$ cat src/rtl/core/djmcs_pkg.sv
// ----------------------------------------------------------------------------
// djmcs_pkg
// shared constants and types for the deadline job scheduler
// ----------------------------------------------------------------------------
package djmcs_pkg;

    localparam int unsigned DEF_MAX_JOBS  = 1024;
    localparam int unsigned DEF_TIME_BITS = 32;
    localparam int unsigned FIELD_BITS    = 32;
    localparam int unsigned COUNT_BITS    = 11;

    typedef enum logic [4:0] {
        ST_LOAD,
        ST_SORT_NEXT,   // advance to next run pair or pass
        ST_SORT_RDA,    // read head of run a
        ST_SORT_CAPA,   // capture head a, read head of run b
        ST_SORT_CAPB,   // capture head b
        ST_SORT_WR,     // compare and write one merged word
        ST_SORT_CAP,    // capture the new head of the run that advanced
        ST_COPY_RD,
        ST_COPY_WR,
        ST_SCAN_RD,
        ST_SCAN_EVAL,
        ST_PUSH_RD,
        ST_PUSH_CMP,
        ST_DOWN_RD,
        ST_DOWN_RD2,
        ST_DOWN_CMP,
        ST_DONE
    } t_state;

    // controller to datapath
    typedef struct packed {
        logic load;         // store an incoming job
        logic clr_set;      // clear count/overflow for next set
        logic sort_init;    // start merge sort
        logic pair_init;    // set up bounds of the next run pair
        logic cap_a;
        logic cap_b;
        logic sort_wr;
        logic sort_cap;
        logic sort_next;
        logic copy_init;
        logic copy_wr;
        logic scan_init;
        logic scan_rd;
        logic scan_eval;
        logic push_rd;
        logic push_cmp;
        logic down_rd;
        logic down_rd2;
        logic down_cmp;
    } t_cmd;

    // datapath to controller
    typedef struct packed {
        logic sort_done;        // width reached job count
        logic pass_done;        // all pairs of this width merged
        logic merge_done;       // current pair finished
        logic copy_done;
        logic scan_done;
        logic eval_push;        // job fits
        logic eval_repl;        // job replaces the heap top
        logic push_go;          // sift up not at the root yet
        logic push_up;          // parent smaller than the moving value
        logic down_go;          // left child exists
        logic down_up;          // larger child above the moving value
    } t_sts;

endpackage

$ cat src/rtl/core/djmcs_ctrl.sv
// ----------------------------------------------------------------------------
// djmcs_ctrl
// sequencer for load, merge sort, greedy scan and heap updates
// ----------------------------------------------------------------------------
module djmcs_ctrl (
    input  logic              i_clk,
    input  logic              i_rst_n,
    input  logic              i_in_valid,
    input  logic              i_in_last,
    output logic              o_in_ready,
    output logic              o_out_valid,
    input  logic              i_out_ready,
    input  djmcs_pkg::t_sts   i_sts,
    output djmcs_pkg::t_cmd   o_cmd
);
    import djmcs_pkg::*;

    t_state r_state, n_state;

    always_ff @(posedge i_clk) begin
        if (!i_rst_n) begin
            r_state <= ST_LOAD;
        end else begin
            r_state <= n_state;
        end
    end

    always_comb begin
        n_state     = r_state;
        o_cmd       = '0;
        o_in_ready  = 1'b0;
        o_out_valid = 1'b0;
        case (r_state)
            ST_LOAD: begin
                o_in_ready = 1'b1;
                if (i_in_valid) begin
                    o_cmd.load = 1'b1;
                    if (i_in_last) begin
                        o_cmd.sort_init = 1'b1;
                        n_state = ST_SORT_NEXT;
                    end
                end
            end
            ST_SORT_NEXT: begin
                if (i_sts.sort_done) begin
                    o_cmd.scan_init = 1'b1;
                    n_state = ST_SCAN_RD;
                end else if (i_sts.pass_done) begin
                    o_cmd.copy_init = 1'b1;
                    n_state = ST_COPY_RD;
                end else begin
                    o_cmd.pair_init = 1'b1;
                    n_state = ST_SORT_RDA;
                end
            end
            ST_SORT_RDA: n_state = ST_SORT_CAPA;
            ST_SORT_CAPA: begin
                o_cmd.cap_a = 1'b1;
                n_state = ST_SORT_CAPB;
            end
            ST_SORT_CAPB: begin
                o_cmd.cap_b = 1'b1;
                n_state = ST_SORT_WR;
            end
            ST_SORT_WR: begin
                o_cmd.sort_wr = 1'b1;
                if (i_sts.merge_done) begin
                    o_cmd.sort_next = 1'b1;
                    n_state = ST_SORT_NEXT;
                end else begin
                    n_state = ST_SORT_CAP;
                end
            end
            ST_SORT_CAP: begin
                o_cmd.sort_cap = 1'b1;
                n_state = ST_SORT_WR;
            end
            ST_COPY_RD: n_state = ST_COPY_WR;
            ST_COPY_WR: begin
                o_cmd.copy_wr = 1'b1;
                n_state = i_sts.copy_done ? ST_SORT_NEXT : ST_COPY_RD;
            end
            ST_SCAN_RD: begin
                if (i_sts.scan_done) begin
                    n_state = ST_DONE;
                end else begin
                    o_cmd.scan_rd = 1'b1;
                    n_state = ST_SCAN_EVAL;
                end
            end
            ST_SCAN_EVAL: begin
                o_cmd.scan_eval = 1'b1;
                if (i_sts.eval_push) n_state = ST_PUSH_RD;
                else if (i_sts.eval_repl) n_state = ST_DOWN_RD;
                else n_state = ST_SCAN_RD;
            end
            ST_PUSH_RD: begin
                o_cmd.push_rd = 1'b1;
                n_state = i_sts.push_go ? ST_PUSH_CMP : ST_SCAN_RD;
            end
            ST_PUSH_CMP: begin
                o_cmd.push_cmp = 1'b1;
                n_state = i_sts.push_up ? ST_PUSH_RD : ST_SCAN_RD;
            end
            ST_DOWN_RD: begin
                o_cmd.down_rd = 1'b1;
                n_state = i_sts.down_go ? ST_DOWN_RD2 : ST_SCAN_RD;
            end
            ST_DOWN_RD2: begin
                o_cmd.down_rd2 = 1'b1;
                n_state = ST_DOWN_CMP;
            end
            ST_DOWN_CMP: begin
                o_cmd.down_cmp = 1'b1;
                n_state = i_sts.down_up ? ST_DOWN_RD : ST_SCAN_RD;
            end
            ST_DONE: begin
                o_out_valid = 1'b1;
                if (i_out_ready) begin
                    o_cmd.clr_set = 1'b1;
                    n_state = ST_LOAD;
                end
            end
            default: n_state = ST_LOAD;
        endcase
    end
endmodule

$ cat config.mk
export PLATFORM = sky130hd
export DESIGN_NAME = djmcs_ctrl
export DESIGN_NICKNAME = d
export VERILOG_FILES = /design/src/rtl/core/djmcs_pkg.sv /design/src/rtl/core/djmcs_ctrl.sv
export SDC_FILE = /design/constraint.sdc
export NUM_CORES = 1
export LEC_CHECK = 0
export BUFFER_PORTS_ARGS = -buffer_cell sky130_fd_sc_hd__buf_4
export CORE_MARGIN = 4
export CORE_UTILIZATION = 38
export DETAILED_ROUTE_END_ITERATION = 12
export GPL_ROUTABILITY_DRIVEN = 0
export PLACE_DENSITY = 0.73
export SYNTH_ARGS = -nofsm -noshare
export SYNTH_HDL_FRONTEND = slang
export SYNTH_SLANG_ARGS = --single-unit
export TNS_END_PERCENT = 5
$ cat constraint.sdc
create_clock -name i_clk -period 1.8 [get_ports i_clk]
set_clock_uncertainty 0.05 [all_clocks]
set_input_delay 0.18 -clock i_clk [delete_from_list [all_inputs] [get_ports i_clk]]
set_output_delay 0.18 -clock i_clk [all_outputs]
set_load 0.01 [all_outputs]
==> flow_summary.json <==
{
  "cts_buffers": 3,
  "fin_crit_ns": 1.744,
  "first_pass_iters": 4,
  "root_buffer": "clkbuf_4",
  "yosysSeqAreaShare_pct": 17.09,
  "start_util_pct": 42.35,
  "synthDistinctLibCells": 31,
  "grt_max_degree": 13,
  "fp.dieW_um": 47.26,
  "die-area_sq_um": 2233,
  "rows": 13,
  "post-route-util_pct": 70.41,
  "yosysWarnings": 0,
  "p_leak_nw": 0.4345,
  "hold_buffers": 0,
  "max-vdd-ir-drop_mv": 0.5886,
  "synth.area.top_cells": "dfxtp_1 17%, nor2_1 9.6%, nor3_1 6.0%",
  "wl_per_cell_um": 14.28,
  "synth_most_common_cell": "nor2_1",
  "diodes": 0,
  "cts.reportedPaths.clkPinSlew_ns": 0.05,
  "synth_area_sq_um": 585.6,
  "finalNetCount": 145,
  "yosysTopAreaCell": "dfxtp_1",
  "required_ns": 1.57,
  "hpwl_mm": 1.611,
  "maxSlewViolCount": 0,
  "avgSynthCellArea_sq_um": 6.731,
  "cts_tree": "built",
  "clk_latency_ns": 0.24,
  "synthArstFlopShare_pct": 0,
  "crit_end": "o_cmd[9]",
  "clock.fmax_ghz": 0.5734,
  "r2r_cells": 5,
  "critical_path.startpoint": "r_state[4]",
  "crit_type": "flip-flop to output pin",
  "fp.coreArea_sq_um": 1383,
  "reg2reg_setup_slack_ns": 0.09,
  "worstReg2RegStart": "r_state[0]",
  "place.port_buffers": 36,
  "worstSetupStartpointType": "flip-flop",
  "max_cap_violations": 0,
  "synth_top_area_share_pct": 17.09,
  "cts.htree.levels": 1,
  "setup_viol": 0,
  "vias": 771,
  "cellPowerDensity_nw_per_um2": 1014,
  "synth_nets": 103,
  "die_h_um": 47.26,
  "route.detailed.drc": 0,
  "via_per_inst": 5.392,
  "dpl_cell_area_sq_um": 885.9,
  "fin_crit_sh_pct": 96.88,
  "cp-end-kind": "output pin",
  "cp_max_fo": 8,
  "reg_top3": "r_state x5",
  "synth_commonest_cells": "15 x nor2_1, 7 x nor3_1, 6 x a21oi_1",
  "largest_reg_flops": 5,
  "slew_headroom_pct": 75.83,
  "fin_cells": 143,
  "rsz0062_at_grt": "yes",
  "synth_top_flop_cell": "dfxtp_1",
  "routed_wl_mm": 2.042,
  "ioPinCount": 37,
  "synth_seq_cells": 5,
  "regMostFlops": "r_state",
  "drive_gt1_share_pct": 49.22,
  "dp.cells": 138,
  "ant_nets": 0,
  "grt_pass1_wl_mm": 3.194,
  "r2r_end": "r_state[2]",
  "cts_buffer_depth": 2,
  "grt.overflow.total": 0,
  "num-fill-cells": 131,
  "fin_area_sq_um": 973.4,
  "status": "finished clean",
  "synthCells": 87,
  "dr.first_iter.drc_count": 18,
  "clock_sinks": 5,
  "antenna_found_initial": 0,
  "syn_to_final_growth_pct": 66.24,
  "grt_pass1_vias": 770,
  "track_usage_pct": 20.14,
  "hold_viol": 0,
  "synth_edf_count": 0,
  "hold_class": "input port to flip-flop",
  "worst_pin_slew_ns": 0.3575,
  "crit_arrival_ns": 1.51
}
[power by group]
part           total, W  internal, W  switching, W
Sequential     0.000168     0.000142     0.0000259
Clock          0.000127    0.0000837     0.0000435
Combinational  0.000692     0.000336      0.000356
[critical path, cell delays in order (launching register included)]
cell,delay [ns]
dfxtp_2,0.34
or3b_4,0.45
nor3_2,0.20
and2_4,0.17
buf_4,0.11
[kinds of logic (layout without fill, tap and decap cells)]
| family | count (synthesis) | count (layout) | synth area share, % |
|---|---|---|---|
| buffers and inverters | 11 | 52 | 10.26 |
| AOI/OAI and AO/OA | 16 | 16 | 17.95 |
| and+or+nand+nor | 55 | 55 | 54.70 |
| DFF | 5 | 5 | 17.09 |
[per-layer routing]
| metal | track usage [%] | up-vias | part of all wire (%) |
|---|---|---|---|
| met2 | 36.10 | 42 | 51 |
| met1 | 22.70 | 342 | 40 |
| met4 | 9.945 | 0 | 0.83 |
| met5 | 0 | - | 0 |
| met3 | 3.065 | 2 | 7.9 |
| li1 | - | 385 | - |
[placed cells by master (no fill, tap or decap), drive strengths merged]
cell type and instances:
nor4b 2, a21oi 6, inv 3, nor3b 1, or2 1, o41a 2, nor4 1, buf 45
nor3 8, clkbuf 4, nand3 1, and4b 1, a211oi 1, nor2b 5, and2 4, dfxtp 5
or3 3, o21ai 3, nor4bb 1, nand2 4, nand2b 5, nand3b 2, o21a 2, a31oi 1
nor2 15, o31a 1, or3b 1
[per-stage QoR]
step	hold WS, ns	setup TNS [ns]	worst slack (ns)	power, W
6_report	0.1524	0	0.05611	0.0009869
3_3_place_gp	0.3911	0	0.1061	0.0007334
3_5_place_dp	0.3916	0	0.05200	0.0007461
4_1_cts	0.1495	-0.03453	-0.02005	0.0009258
5_1_grt	0.1605	-0.02177	-0.01305	0.001066
2_1_floorplan	0.2477	0	0.1901	0.0005457
[worst min-delay path by stage]
stage	cells past startpoint	end	from	slack [ns]
2_1_floorplan	1	r_state[4]	i_rst_n	0.25
3_3_place_gp	2	r_state[4]	i_rst_n	0.39
3_5_place_dp	2	r_state[4]	i_rst_n	0.39
4_1_cts	2	r_state[4]	i_rst_n	0.15
5_1_grt	2	r_state[4]	i_rst_n	0.16
6_report	2	r_state[3]	i_rst_n	0.15
[cell type report]
type	instances	area (sq um)	share of cell area, %
Sequential cell	5	103.9	10.67
Inverter	3	11.26	1.157
Tap cell	15	18.77	1.928
Multi-Input combinational cell	71	471.7	48.46
Clock buffer	4	26.28	2.699
Timing Repair Buffer	45	341.6	35.09
[repair_timing]
action                                  CTS  global route
resized for setup                         5            10
pin swaps                                 0             4
endpoints found under the setup margin    5             7
buffers inserted                          0             1
No activity file was read; power rests on OpenSTA's default activity.
